<file path="src/rtl/display_frame_deframer_decoder_macros.svh">
// Assertion macros shared by the display frame decoder.
`ifndef DISPLAY_FRAME_DEFRAMER_DECODER_MACROS_SVH
`define DISPLAY_FRAME_DEFRAMER_DECODER_MACROS_SVH

`ifndef SYNTHESIS

`define DFD_ASSERT_IMPLIES(name, ante, cons) \
    name: assert property (@(posedge clk) disable iff (!rst_n) (ante) |-> (cons)) \
        else $error("assertion failed");

`define DFD_ASSERT_NEXT(name, ante, cons) \
    name: assert property (@(posedge clk) disable iff (!rst_n) (ante) |=> (cons)) \
        else $error("assertion failed");

`else

`define DFD_ASSERT_IMPLIES(name, ante, cons)

`define DFD_ASSERT_NEXT(name, ante, cons)

`endif

`endif

</file>
<file path="src/rtl/dfd_pkg.sv">
package dfd_pkg;

    localparam int DATA_BYTES = 28;
    localparam int POS_W      = 5;
    localparam int UNIT_W     = 20;
    localparam int ACC_W      = 24;
    localparam int LIMIT_W    = 40;
    localparam int PROD_W     = UNIT_W + ACC_W;
    localparam int SCALED_W   = 34;

    localparam logic [POS_W-1:0] LAST_POS = POS_W'(DATA_BYTES - 1);

    localparam logic [7:0] SYNC_S     = 8'h73;
    localparam logic [7:0] SYNC_T     = 8'h74;
    localparam logic [7:0] SYNC_X     = 8'h78;
    localparam logic [7:0] ASCII_ZERO = 8'h30;

    localparam int         BUTTON_BIT  = 3;
    localparam logic [3:0] DIGIT_LIMIT = 4'd10;
    localparam logic [3:0] NIB_LITERS  = 4'd10;
    localparam logic [3:0] NIB_PRICE   = 4'd12;
    localparam logic [3:0] DIGIT_ONE   = 4'd1;

    localparam logic [9:0] TOTAL_SCALE = 10'd1000;
    localparam logic [LIMIT_W-1:0] LIMIT_RESET = LIMIT_W'(1000000);

    typedef struct packed {
        logic [UNIT_W-1:0] price_each;
        logic [ACC_W-1:0]  sale_total;
        logic [ACC_W-1:0]  volume;
        logic              pump_running;
        logic              select_liters;
        logic              select_price;
        logic [7:0]        input_signal;
        logic [15:0]       link_version;
        logic              button_pressed;
        logic              dispense_finished;
    } dfd_frame_t;

    function automatic logic [3:0] digit_of(input logic [7:0] rx_byte);
        logic [3:0] nib;
        nib = rx_byte[7:4];
        return (nib >= DIGIT_LIMIT) ? 4'd0 : nib;
    endfunction

    function automatic logic [ACC_W-1:0] times_ten_add(input logic [ACC_W-1:0] acc,
                                                       input logic [3:0] dig);
        return (acc << 3) + (acc << 1) + ACC_W'(dig);
    endfunction

endpackage

</file>
<file path="src/rtl/dfd_ifs.sv">
interface dfd_cfg_if;
    import dfd_pkg::*;
    logic               valid;
    logic               ready;
    logic [LIMIT_W-1:0] data;
    modport source (output valid, output data, input ready);
    modport sink (input valid, input data, output ready);
endinterface

interface dfd_rx_if;
    logic       valid;
    logic       ready;
    logic [7:0] rx_byte;
    modport source (output valid, output rx_byte, input ready);
    modport sink (input valid, input rx_byte, output ready);
endinterface

interface dfd_res_if;
    import dfd_pkg::*;
    logic              valid;
    logic              ready;
    logic [UNIT_W-1:0] price_each;
    logic [ACC_W-1:0]  sale_total;
    logic [ACC_W-1:0]  volume;
    logic              pump_running;
    logic              select_liters;
    logic              select_price;
    logic [7:0]        input_signal;
    logic [15:0]       link_version;
    logic              button_pressed;
    logic              dispense_finished;
    logic              total_mismatch;
    modport source (output valid, output price_each, output sale_total, output volume,
                    output pump_running, output select_liters, output select_price,
                    output input_signal, output link_version, output button_pressed,
                    output dispense_finished, output total_mismatch, input ready);
    modport sink (input valid, input price_each, input sale_total, input volume,
                  input pump_running, input select_liters, input select_price,
                  input input_signal, input link_version, input button_pressed,
                  input dispense_finished, input total_mismatch, output ready);
endinterface

</file>
<file path="src/rtl/dfd_parser.sv">
`include "display_frame_deframer_decoder_macros.svh"

module dfd_parser (
    input  logic                clk,
    input  logic                rst_n,
    dfd_rx_if.sink              rx,
    output dfd_pkg::dfd_frame_t frm,
    output logic                frm_valid,
    input  logic                frm_ready
);
    import dfd_pkg::*;

    localparam logic [2:0] PH_S    = 3'd0;
    localparam logic [2:0] PH_T    = 3'd1;
    localparam logic [2:0] PH_X    = 3'd2;
    localparam logic [2:0] PH_VER  = 3'd3;
    localparam logic [2:0] PH_SIG  = 3'd4;
    localparam logic [2:0] PH_DATA = 3'd5;

    localparam logic [POS_W-1:0] POS_SEL_PRICE   = POS_W'(0);
    localparam logic [POS_W-1:0] POS_SEL_LITERS  = POS_W'(1);
    localparam logic [POS_W-1:0] POS_VOL_FIRST   = POS_W'(2);
    localparam logic [POS_W-1:0] POS_VOL_LAST    = POS_W'(14);
    localparam logic [POS_W-1:0] POS_TOTAL_FIRST = POS_W'(3);
    localparam logic [POS_W-1:0] POS_TOTAL_LAST  = POS_W'(15);
    localparam logic [POS_W-1:0] POS_RUN         = POS_W'(16);
    localparam logic [POS_W-1:0] POS_UNIT_FIRST  = POS_W'(17);

    logic [2:0]        phase_reg, phase_next;
    logic [POS_W-1:0]  pos_reg, pos_next;
    logic [15:0]       version_reg, version_next;
    logic [7:0]        signal_reg, signal_next;
    logic [7:0]        last_signal_reg, last_signal_next;
    logic              last_running_reg, last_running_next;
    logic [UNIT_W-1:0] unit_reg, unit_next;
    logic [ACC_W-1:0]  total_reg, total_next;
    logic [ACC_W-1:0]  vol_reg, vol_next;
    logic              running_reg, running_next;
    logic              sel_l_reg, sel_l_next;
    logic              sel_p_reg, sel_p_next;

    logic              accept;
    logic [3:0]        dig;
    logic [3:0]        nib;
    logic [7:0]        ver_digit;

    assign rx.ready  = frm_ready;
    assign accept    = rx.valid && frm_ready;
    assign nib       = rx.rx_byte[7:4];
    assign dig       = digit_of(rx.rx_byte);
    assign ver_digit = rx.rx_byte - ASCII_ZERO;

    always_comb
    begin
        phase_next        = phase_reg;
        pos_next          = pos_reg;
        version_next      = version_reg;
        signal_next       = signal_reg;
        last_signal_next  = last_signal_reg;
        last_running_next = last_running_reg;
        unit_next         = unit_reg;
        total_next        = total_reg;
        vol_next          = vol_reg;
        running_next      = running_reg;
        sel_l_next        = sel_l_reg;
        sel_p_next        = sel_p_reg;
        frm_valid         = 1'b0;
        if (accept)
        begin
            case (phase_reg)
                PH_T:
                begin
                    phase_next = (rx.rx_byte == SYNC_T) ? PH_X : PH_S;
                end
                PH_X:
                begin
                    if (rx.rx_byte == SYNC_X)
                    begin
                        phase_next = PH_VER;
                        pos_next   = '0;
                    end
                    else
                    begin
                        phase_next = PH_S;
                    end
                end
                PH_VER:
                begin
                    if (pos_reg == '0)
                    begin
                        version_next = {8'h00, ver_digit};
                        pos_next     = POS_W'(1);
                    end
                    else
                    begin
                        version_next = {version_reg[7:0], ver_digit};
                        phase_next   = PH_SIG;
                    end
                end
                PH_SIG:
                begin
                    signal_next = rx.rx_byte;
                    phase_next  = PH_DATA;
                    pos_next    = '0;
                    unit_next   = '0;
                    total_next  = '0;
                    vol_next    = '0;
                end
                PH_DATA:
                begin
                    if (pos_reg == POS_SEL_PRICE)
                    begin
                        sel_p_next = (nib == NIB_PRICE);
                    end
                    if (pos_reg == POS_SEL_LITERS)
                    begin
                        sel_l_next = (nib == NIB_LITERS);
                    end
                    if (pos_reg == POS_RUN)
                    begin
                        running_next = (dig == DIGIT_ONE);
                    end
                    if (!pos_reg[0] && pos_reg >= POS_VOL_FIRST && pos_reg <= POS_VOL_LAST)
                    begin
                        vol_next = times_ten_add(vol_reg, dig);
                    end
                    if (pos_reg[0] && pos_reg >= POS_TOTAL_FIRST
                        && pos_reg <= POS_TOTAL_LAST)
                    begin
                        total_next = times_ten_add(total_reg, dig);
                    end
                    if (pos_reg[0] && pos_reg >= POS_UNIT_FIRST)
                    begin
                        unit_next = UNIT_W'(times_ten_add(ACC_W'(unit_reg), dig));
                    end
                    if (pos_reg == LAST_POS)
                    begin
                        phase_next        = PH_S;
                        pos_next          = '0;
                        frm_valid         = 1'b1;
                        last_signal_next  = signal_reg;
                        last_running_next = running_reg;
                    end
                    else
                    begin
                        pos_next = pos_reg + POS_W'(1);
                    end
                end
                default:
                begin
                    phase_next = (rx.rx_byte == SYNC_S) ? PH_T : PH_S;
                end
            endcase
        end
    end

    always_comb
    begin
        frm.price_each        = UNIT_W'(times_ten_add(ACC_W'(unit_reg), dig));
        frm.sale_total        = total_reg;
        frm.volume            = vol_reg;
        frm.pump_running      = running_reg;
        frm.select_liters     = sel_l_reg;
        frm.select_price      = sel_p_reg;
        frm.input_signal      = signal_reg;
        frm.link_version      = version_reg;
        frm.button_pressed    = (signal_reg != last_signal_reg) && signal_reg[BUTTON_BIT];
        frm.dispense_finished = !running_reg && last_running_reg;
    end

    always_ff @(posedge clk or negedge rst_n)
    begin
        if (!rst_n)
        begin
            phase_reg        <= PH_S;
            pos_reg          <= '0;
            version_reg      <= '0;
            signal_reg       <= '0;
            last_signal_reg  <= '0;
            last_running_reg <= 1'b0;
        end
        else
        begin
            phase_reg        <= phase_next;
            pos_reg          <= pos_next;
            version_reg      <= version_next;
            signal_reg       <= signal_next;
            last_signal_reg  <= last_signal_next;
            last_running_reg <= last_running_next;
        end
    end

    always_ff @(posedge clk)
    begin
        unit_reg    <= unit_next;
        total_reg   <= total_next;
        vol_reg     <= vol_next;
        running_reg <= running_next;
        sel_l_reg   <= sel_l_next;
        sel_p_reg   <= sel_p_next;
    end

    `DFD_ASSERT_NEXT(a_hunt_after_frame, frm_valid, phase_reg == PH_S && pos_reg == '0)
    `DFD_ASSERT_IMPLIES(a_pos_in_range, phase_reg == PH_DATA, pos_reg <= LAST_POS)
    `DFD_ASSERT_IMPLIES(a_frame_at_last_byte, frm_valid, phase_reg == PH_DATA && pos_reg == LAST_POS)

endmodule

</file>
<file path="src/rtl/dfd_check.sv">
`include "display_frame_deframer_decoder_macros.svh"

module dfd_check (
    input  logic                         clk,
    input  logic                         rst_n,
    input  dfd_pkg::dfd_frame_t          frm,
    input  logic                         frm_valid,
    output logic                         frm_ready,
    input  logic [dfd_pkg::LIMIT_W-1:0]  limit,
    dfd_res_if.source                    res
);
    import dfd_pkg::*;

    logic               s1_valid_reg, s1_valid_next;
    logic               s2_valid_reg, s2_valid_next;
    logic               s3_valid_reg, s3_valid_next;
    logic               out_valid_reg, out_valid_next;
    dfd_frame_t         s1_reg;
    dfd_frame_t         s2_reg;
    dfd_frame_t         s3_reg;
    dfd_frame_t         out_reg;
    logic [PROD_W-1:0]  prod_reg;
    logic [SCALED_W-1:0] scaled_reg;
    logic [PROD_W-1:0]  gap_reg;
    logic               mismatch_reg;

    logic               s2_ok;
    logic               s3_ok;
    logic               out_ok;
    logic [PROD_W-1:0]  product;
    logic [SCALED_W-1:0] scaled;
    logic [PROD_W-1:0]  scaled_wide;
    logic [PROD_W-1:0]  gap;

    assign out_ok    = !out_valid_reg || res.ready;
    assign s3_ok     = !s3_valid_reg || out_ok;
    assign s2_ok     = !s2_valid_reg || s3_ok;
    assign frm_ready = !s1_valid_reg || s2_ok;

    assign product     = s1_reg.price_each * s1_reg.volume;
    assign scaled      = s1_reg.sale_total * TOTAL_SCALE;
    assign scaled_wide = PROD_W'(scaled_reg);
    assign gap         = (prod_reg >= scaled_wide) ? prod_reg - scaled_wide
                                                   : scaled_wide - prod_reg;

    always_comb
    begin
        s1_valid_next  = frm_ready ? frm_valid : s1_valid_reg;
        s2_valid_next  = s2_ok ? s1_valid_reg : s2_valid_reg;
        s3_valid_next  = s3_ok ? s2_valid_reg : s3_valid_reg;
        out_valid_next = out_ok ? s3_valid_reg : out_valid_reg;
    end

    always_ff @(posedge clk or negedge rst_n)
    begin
        if (!rst_n)
        begin
            s1_valid_reg  <= 1'b0;
            s2_valid_reg  <= 1'b0;
            s3_valid_reg  <= 1'b0;
            out_valid_reg <= 1'b0;
        end
        else
        begin
            s1_valid_reg  <= s1_valid_next;
            s2_valid_reg  <= s2_valid_next;
            s3_valid_reg  <= s3_valid_next;
            out_valid_reg <= out_valid_next;
        end
    end

    always_ff @(posedge clk)
    begin
        if (frm_ready && frm_valid)
        begin
            s1_reg <= frm;
        end
        if (s2_ok && s1_valid_reg)
        begin
            s2_reg     <= s1_reg;
            prod_reg   <= product;
            scaled_reg <= scaled;
        end
        if (s3_ok && s2_valid_reg)
        begin
            s3_reg  <= s2_reg;
            gap_reg <= gap;
        end
        if (out_ok && s3_valid_reg)
        begin
            out_reg      <= s3_reg;
            mismatch_reg <= (gap_reg > PROD_W'(limit));
        end
    end

    assign res.valid             = out_valid_reg;
    assign res.price_each        = out_reg.price_each;
    assign res.sale_total        = out_reg.sale_total;
    assign res.volume            = out_reg.volume;
    assign res.pump_running      = out_reg.pump_running;
    assign res.select_liters     = out_reg.select_liters;
    assign res.select_price      = out_reg.select_price;
    assign res.input_signal      = out_reg.input_signal;
    assign res.link_version      = out_reg.link_version;
    assign res.button_pressed    = out_reg.button_pressed;
    assign res.dispense_finished = out_reg.dispense_finished;
    assign res.total_mismatch    = mismatch_reg;

    `DFD_ASSERT_IMPLIES(a_frame_taken, frm_valid, frm_ready)
    `DFD_ASSERT_NEXT(a_gap_reaches_output, s3_valid_reg && out_ok, out_valid_reg)
    `DFD_ASSERT_NEXT(a_product_moves, s1_valid_reg && s2_ok, s2_valid_reg)

endmodule

</file>
<file path="src/rtl/display_frame_deframer_decoder.sv">
// Channel | Role   | Beat payload
// cfg     | sink   | data: mismatch limit, 40 bits
// rx      | sink   | rx_byte: one received link byte
// res     | source | decoded frame fields and total_mismatch flag
//
// One byte per cycle unless stalled; a 34-byte frame, sync included, gives one result.
// The result of a frame passes through the frame register and then the multiply,
// gap and compare stages that follow it before res is valid.
// Reset clears the parser phase, the frame history and all stage valids.
// The input stalls only while all four result stages are full and res is held.
module display_frame_deframer_decoder (
    input  logic      clk,
    input  logic      rst_n,
    dfd_cfg_if.sink   cfg,
    dfd_rx_if.sink    rx,
    dfd_res_if.source res
);
    import dfd_pkg::*;

    logic [LIMIT_W-1:0] limit_reg;
    dfd_frame_t         frm;
    logic               frm_valid;
    logic               frm_ready;

    assign cfg.ready = 1'b1;

    always_ff @(posedge clk or negedge rst_n)
    begin
        if (!rst_n)
        begin
            limit_reg <= LIMIT_RESET;
        end
        else if (cfg.valid)
        begin
            limit_reg <= cfg.data;
        end
    end

    dfd_parser u_parser (
        .clk       (clk),
        .rst_n     (rst_n),
        .rx        (rx),
        .frm       (frm),
        .frm_valid (frm_valid),
        .frm_ready (frm_ready)
    );

    dfd_check u_check (
        .clk       (clk),
        .rst_n     (rst_n),
        .frm       (frm),
        .frm_valid (frm_valid),
        .frm_ready (frm_ready),
        .limit     (limit_reg),
        .res       (res)
    );

endmodule

</file>
<file path="src/flat_wrapper.sv">
// flat-port wrapper written by rule: the top's interface ports become plain ports
module display_frame_deframer_decoder_flat import dfd_pkg::*;
  (clk, rst_n, cfg_valid, cfg_data, cfg_ready, rx_valid, rx_rx_byte, rx_ready, res_valid, res_price_each, res_sale_total, res_volume, res_pump_running, res_select_liters, res_select_price, res_input_signal, res_link_version, res_button_pressed, res_dispense_finished, res_total_mismatch, res_ready);
  dfd_cfg_if cfg_i ();
  dfd_rx_if rx_i ();
  dfd_res_if res_i ();
  input  logic clk;
  input  logic rst_n;
  input wire logic [$bits(cfg_i.valid)-1:0] cfg_valid;
  input wire logic [$bits(cfg_i.data)-1:0] cfg_data;
  output wire logic [$bits(cfg_i.ready)-1:0] cfg_ready;
  input wire logic [$bits(rx_i.valid)-1:0] rx_valid;
  input wire logic [$bits(rx_i.rx_byte)-1:0] rx_rx_byte;
  output wire logic [$bits(rx_i.ready)-1:0] rx_ready;
  output wire logic [$bits(res_i.valid)-1:0] res_valid;
  output wire logic [$bits(res_i.price_each)-1:0] res_price_each;
  output wire logic [$bits(res_i.sale_total)-1:0] res_sale_total;
  output wire logic [$bits(res_i.volume)-1:0] res_volume;
  output wire logic [$bits(res_i.pump_running)-1:0] res_pump_running;
  output wire logic [$bits(res_i.select_liters)-1:0] res_select_liters;
  output wire logic [$bits(res_i.select_price)-1:0] res_select_price;
  output wire logic [$bits(res_i.input_signal)-1:0] res_input_signal;
  output wire logic [$bits(res_i.link_version)-1:0] res_link_version;
  output wire logic [$bits(res_i.button_pressed)-1:0] res_button_pressed;
  output wire logic [$bits(res_i.dispense_finished)-1:0] res_dispense_finished;
  output wire logic [$bits(res_i.total_mismatch)-1:0] res_total_mismatch;
  input wire logic [$bits(res_i.ready)-1:0] res_ready;
  assign cfg_i.valid = cfg_valid;
  assign cfg_i.data = cfg_data;
  assign cfg_ready = cfg_i.ready;
  assign rx_i.valid = rx_valid;
  assign rx_i.rx_byte = rx_rx_byte;
  assign rx_ready = rx_i.ready;
  assign res_valid = res_i.valid;
  assign res_price_each = res_i.price_each;
  assign res_sale_total = res_i.sale_total;
  assign res_volume = res_i.volume;
  assign res_pump_running = res_i.pump_running;
  assign res_select_liters = res_i.select_liters;
  assign res_select_price = res_i.select_price;
  assign res_input_signal = res_i.input_signal;
  assign res_link_version = res_i.link_version;
  assign res_button_pressed = res_i.button_pressed;
  assign res_dispense_finished = res_i.dispense_finished;
  assign res_total_mismatch = res_i.total_mismatch;
  assign res_i.ready = res_ready;
  display_frame_deframer_decoder u_core (.clk(clk), .rst_n(rst_n), .cfg(cfg_i), .rx(rx_i), .res(res_i));
endmodule
</file>
<file path="config.mk">
export PLATFORM = sky130hd
export DESIGN_NAME = display_frame_deframer_decoder_flat
export DESIGN_NICKNAME = d
export VERILOG_FILES = /design/src/rtl/dfd_pkg.sv /design/src/rtl/dfd_ifs.sv /design/src/rtl/dfd_parser.sv /design/src/rtl/dfd_check.sv /design/src/rtl/display_frame_deframer_decoder.sv /design/src/flat_wrapper.sv
export VERILOG_INCLUDE_DIRS = /design/src /design/src/rtl
export SDC_FILE = /design/constraint.sdc
export NUM_CORES = 2
export LEC_CHECK = 0
export BUFFER_PORTS_ARGS = -buffer_cell sky130_fd_sc_hd__clkbuf_2
export CAP_MARGIN = 20
export CORE_ASPECT_RATIO = 0.8
export CORE_MARGIN = 2
export CORE_UTILIZATION = 40
export CTS_CLUSTER_DIAMETER = 200
export DETAILED_ROUTE_END_ITERATION = 8
export HOLD_SLACK_MARGIN = 0.05
export PLACE_DENSITY = 0.66
export SLEW_MARGIN = 20
export SYNTH_ARGS = -nofsm -noshare
export SYNTH_HDL_FRONTEND = slang
export SYNTH_SLANG_ARGS = --single-unit
</file>
<file path="constraint.sdc">
create_clock -name clk -period 12.6 [get_ports clk]
set_clock_uncertainty 0.1 [all_clocks]
set_input_delay 1.26 -clock clk [delete_from_list [all_inputs] [get_ports clk]]
set_output_delay 1.26 -clock clk [all_outputs]
set_load 0.005 [all_outputs]
</file>
======== Word-level counts from Yosys, hierarchy flattened ========
Index checks and enable logic that the tools add are counted.
word-level totals
  register bits ........................... 663
  input bits .............................. 53
  word-level logic and storage cells ...... 161
operators by class
  add/subtract/negate cells ............... 10
  $mul .................................... 2
  $lt $le $gt $ge ......................... 8
  eq/ne operators ......................... 22
  muxes and demuxes ....................... 22
  reductions and logical operators ........ 36
operator list
  operator                                                               number
  24-bit case mux with 2 select lines                                    2
  24-bit adder                                                           2
  24-bit by 4-bit adder with 24-bit output                               2
  24-bit two-way mux                                                     2
  44-bit by 34-bit greater-or-equal comparator with 1-bit output         1
  44-bit by 40-bit > comparator with 1-bit output                        1
  20-bit by 24-bit multiplier with 44-bit output                         1
  44-bit two-way mux                                                     1
  34-bit by 44-bit subtractor with 44-bit output                         1
  44-bit by 34-bit subtractor with 44-bit output                         1
  19-bit case mux with 2 select lines                                    1
  24-bit by 7-bit multiplier with 31-bit output, second input constant   1
  8-bit by 7-bit equality test with 1-bit output, second input constant  3
  3-bit AND reduction                                                    8
  20-bit adder                                                           1
  20-bit by 4-bit adder with 20-bit output                               1
  5-bit case mux with 4 select lines                                     1
  19-bit two-way mux                                                     1
  16-bit two-way mux                                                     1
  5-bit two-way mux                                                      3
  3-bit case mux with 5 select lines                                     1
  2-bit != test, second input constant                                   7
  1-bit logical AND                                                      12
  5-bit equality test, second input constant                             2
  other kinds (24)                                                       43

======== Depth between registers and ports, before layout ========
  depth in word-level cells ............... 8
  mapped depth ............................ 26
  depth with buffers taken out ............ 25

======== Cells and area by module ========
Synthesis repeated with hierarchy kept, for this count alone.
second synthesis, totals
  cell total of the unflattened synthesis .. 4283
  area total of the unflattened synthesis .. 49678.9 µm²
modules (own cells, without submodules)
  module                          times used  cells each  area an instance (µm²)  seq. area each (µm²)
  dfd_check                       1           3376        39689.3                 15294.7
  dfd_parser                      1           821         8473.1                  3128.0
  display_frame_deframer_decoder  1           86          1516.5                  1009.7

======== Worst setup path before layout ========
No wires, ideal clock.
  path type ............................... in2reg
  start point ............................. input res_ready
  end point ............................... register u_core.u_parser.last_running_reg
  arrival time ............................ 7068 ps
  data required time ...................... 12413 ps
  slack ................................... 5345 ps
  stages .................................. 7
  buffers on the path ..................... 1
  cells stage by stage .................... nor2b_1 -> nand4_1 -> and2_1 -> clkbuf_1 -> nand2_1 -> nor2_1 -> mux2_2
between the ends
  cells in the longest elaborated chain, start to end .. 6
ends and longest elaborated chain
  item                           RTL line            RTL
  start: declaration             flat_wrapper.sv:27  input wire logic [$bits(res_i.ready)-1:0] res_ready;
  1-bit logical OR               dfd_check.sv:35     assign out_ok = !out_valid_reg || res.ready;
  1-bit logical OR               dfd_check.sv:36     assign s3_ok = !s3_valid_reg || out_ok;
  1-bit logical OR               dfd_check.sv:37     assign s2_ok = !s2_valid_reg || s3_ok;
  1-bit logical OR               dfd_check.sv:38     assign frm_ready = !s1_valid_reg || s2_ok;
  net rx_ready                   flat_wrapper.sv:14  output wire logic [$bits(rx_i.ready)-1:0] rx_ready;
  1-bit logical AND              dfd_parser.sv:48    assign accept = rx.valid && frm_ready;
  3-bit AND reduction (no line)  --
  end signal: assignment         dfd_parser.sv:189   last_running_reg <= last_running_next;
  end: declaration               dfd_parser.sv:34    logic last_running_reg, last_running_next;
The timed path passes the listed nets, and every way through them passes these cells.
A chain may end at the register's enable or synchronous reset.

======== Worst setup path after layout ========
  start point ............................. register u_core.u_check.s1_reg[80] (netlist bit)
  end point ............................... register u_core.u_check.prod_reg[36], data pin
between the ends
  cells in the longest elaborated chain, start to end .. 1
ends and longest elaborated chain
  item                                            RTL line         RTL
  start: declaration                              dfd_check.sv:18  dfd_frame_t s1_reg;
  start signal: assignment                        dfd_check.sv:76  s1_reg <= frm;
  20-bit by 24-bit multiplier with 44-bit output  dfd_check.sv:40  assign product = s1_reg.price_each * s1_reg.volume;
  net u_core.u_check.product[36]                  dfd_check.sv:30  logic [PROD_W-1:0] product;
  end signal: assignment                          dfd_check.sv:81  prod_reg <= product;
  end: declaration                                dfd_check.sv:22  logic [PROD_W-1:0] prod_reg;
The timed path passes the listed nets, and every way through them passes these cells.

==> metrics.cfg <==
[route]
vias_per_cell = 5.078
vias = 30510
drc = 0
drtAntennaViolNets = 0
drt_wl_total_mm = 112.8
drtIter0Drc = 2120
first_pass_iters = 6
wire_per_inst_um = 18.78

[die]
core_mm2 = 0.1208
num_rows = 114
die-area_mm2 = 0.1247
start_util = 0.4036
io_pins = 154
chipWidth_um = 394.4
die_y_um = 316.3

[clocking]
cts_hold_buffers = 0
cts_resized = 0
clock_path_buffers = 3
cts_made_buffers = 72
postCtsSetupRepairBufs = 0
cts_tree = yes
cts-htree-levels = 3
path_clk_slew_ns = 0.06
cts.sinks = 661
cts_root_buffer = clkbuf_16
clock_insertion_delay_worst_skew_ns = 0.71

[global_route]
grt_pass1_wl_mm = 180.8
grt_overflow = 0
grt_pass1_vias = 31940
antenna_found_initial = 3
grtUsageTotal = 0.1852
grt_start_max_net_pins = 80

[sta]
slew_headroom = 0.2164
tns_ns = 0
worst_slew_pin_slew_ns = 1.175
fin_ws_ns = 4.955
holdWs_ns = 0.3153
rsz0062_at_grt = no
period_needed_ns = 7.645
finalSetupViolCount = 0
fmax_ghz = 0.1308
slew_viol_final = 0
post-route-period-util = 0.6067
finalHoldViolCount = 0

[synthesis]
ys_warn_count = 0
synthesis.nets = 5212
avgSynthCellArea_um2 = 11.55
syn-cell-area_mm2 = 0.04876
yosys_register_bits = 661
ys_types = 87
synth_seq_area_share = 0.3985
synth_cells = 4222
ys.flop_type = edfxtp_1
synth_edf_count = 576
ys_async_sr_fraction = 0.1286

[worst_hold_path]
hold_path_depth = 0
hold_path.class = reg -> reg

[run]
drv_cap = 0

[worst_setup_path]
required_ns = 12.91
end_kind = register
critical_path_class = reg -> reg
cp_max_fo = 25
worstSetupStartpointType = register
r2r.worst_path.cells = 22
critPathArrivalTime_ns = 7.95

[layout]
num_antenna_cells = 0
drive_gt1_frac = 0.08552
layout.nets = 5317
synthToLayoutAreaGrowth_pct = 10.45
final_cell_area_mm2 = 0.05386
final_common_cell = inv_1
mostFrequentLayoutCells = 602 x inv_1, 576 x edfxtp_1, 485 x fa_1
fill_cells = 11100

[power]
cellLeakagePower_nw = 23.18
p_total_mw = 4.677
ir_drop_v = 0.0001025
powerDensity_mw_per_mm2 = 86.84

[placed_design]
pre_cts_ws_ns = 4.918
io_buffers = 152
dpl.hpwl_mm = 82.84
placed_area_mm2 = 0.05120
gp_congestion = 0.8971

[outcome]
outcome = finished, final reports clean

-- Yosys cell counts (all sizes together) (10+ instances only) --
master  count  area, um^2
xor2       62       543.0
o21a       18       135.1
mux2       26       292.8
nand4      25       156.4
mux2i      15       150.1
dfrtp      78        1952
a21oi     184       920.9
nand3      38       190.2
o21bai     32       240.2
nand2b     17       106.4
ha        452        5655
nor2      138       518.0
fa        485        9709
inv       602        2260
clkbuf    140       525.5
xnor2     109       954.7
nor2b      23       143.9
o31ai      10       75.07
a211oi     25       187.7
a31oi      20       125.1
edfxtp    576       17300
nand2     390        1464
and2      284        1780
buf        13       76.32
a21o      116       874.6
and3       26       165.1
nor3       27       140.1
o21ai     145       729.4
-- power breakdown --
group,switching [mW],leakage (nW),internal (mW),total [mW]
clock network,0.956,1.23,1.29,2.24
logic,0.0428,15.9,0.0263,0.0691
registers,0.00347,6.08,2.36,2.36
total,1.00,23.2,3.67,4.68
-- worst paths after layout --
check                                                    start                                    endpoint  slack (ns)
setup / recovery           u_core.u_check.s1_reg[80]$_DFFE_PP_       u_core.u_check.prod_reg[36]$_DFFE_PP_        4.96
hold / removal             u_core.u_check.s3_reg[58]$_DFFE_PP_  u_core.u_check.res.sale_total[5]$_DFFE_PP_        0.32
setup reg to reg           u_core.u_check.s1_reg[80]$_DFFE_PP_       u_core.u_check.prod_reg[36]$_DFFE_PP_        4.96
hold reg to reg            u_core.u_check.s3_reg[58]$_DFFE_PP_  u_core.u_check.res.sale_total[5]$_DFFE_PP_        0.32
max in group asynchronous                                rst_n     u_core.u_check.s1_valid_reg$_DFFE_PN0N_       10.85
min in group asynchronous                                rst_n             u_core.limit_reg[7]$_DFFE_PN0P_        0.43
-- critical path, cell delays in order (launching register included) --
cell,delay (ns)
edfxtp_1,0.94
and2_1,0.26
fa_1,0.44
fa_1,0.52
inv_1,0.05
fa_1,0.49
inv_1,0.06
fa_1,0.45
ha_1,0.30
fa_1,0.49
inv_1,0.05
fa_1,0.47
inv_1,0.04
ha_1,0.37
a2111o_1,0.47
nor3_2,0.11
o21ai_1,0.08
nor3b_1,0.18
a311o_1,0.46
a311oi_4,0.41
o21ai_0,0.22
a41oi_1,0.29
xnor2_1,0.09
-- cell families after synthesis --
| kind of cell | after synthesis | synth area share |
|---|---|---|
| other | 1 | 0.00007690 |
| buffers and inverters | 756 | 0.05889 |
| adders and majority gates | 937 | 0.3151 |
| xor gates and xnor gates | 171 | 0.03071 |
| AOI/OAI and AO/OA | 643 | 0.08542 |
| muxes | 41 | 0.009083 |
| and+or+nand+nor | 1012 | 0.1022 |
| DFF | 661 | 0.3985 |
-- final cells by class --
type                    instances  area [um^2]  area share
clock inverters                47        615.6     0.01143
repair buffers                185         1071     0.01989
clock buffers                  85         1956     0.03631
flip-flops and latches        661        19430      0.3608
multi-input cells            2805        26490      0.4919
well taps                    1624         2032     0.03773
inverters                     602         2260     0.04196
-- routing by layer --
layer,track usage,part of all wire,wire (um)
met1,0.2707,0.48,54390
met4,0.04215,0.017,1944
met2,0.2763,0.43,48090
met3,0.04810,0.074,8397
met5,0,0.000097,11
-- stage by stage --
step,util,cells
floorplan,-,4222
CTS,0.4450,6005
global route,0.4458,6009
global placement,0.4238,5873
detailed placement,0.4238,5873
finish,0.4458,6009
No activity file was read; power rests on OpenSTA's default activity.
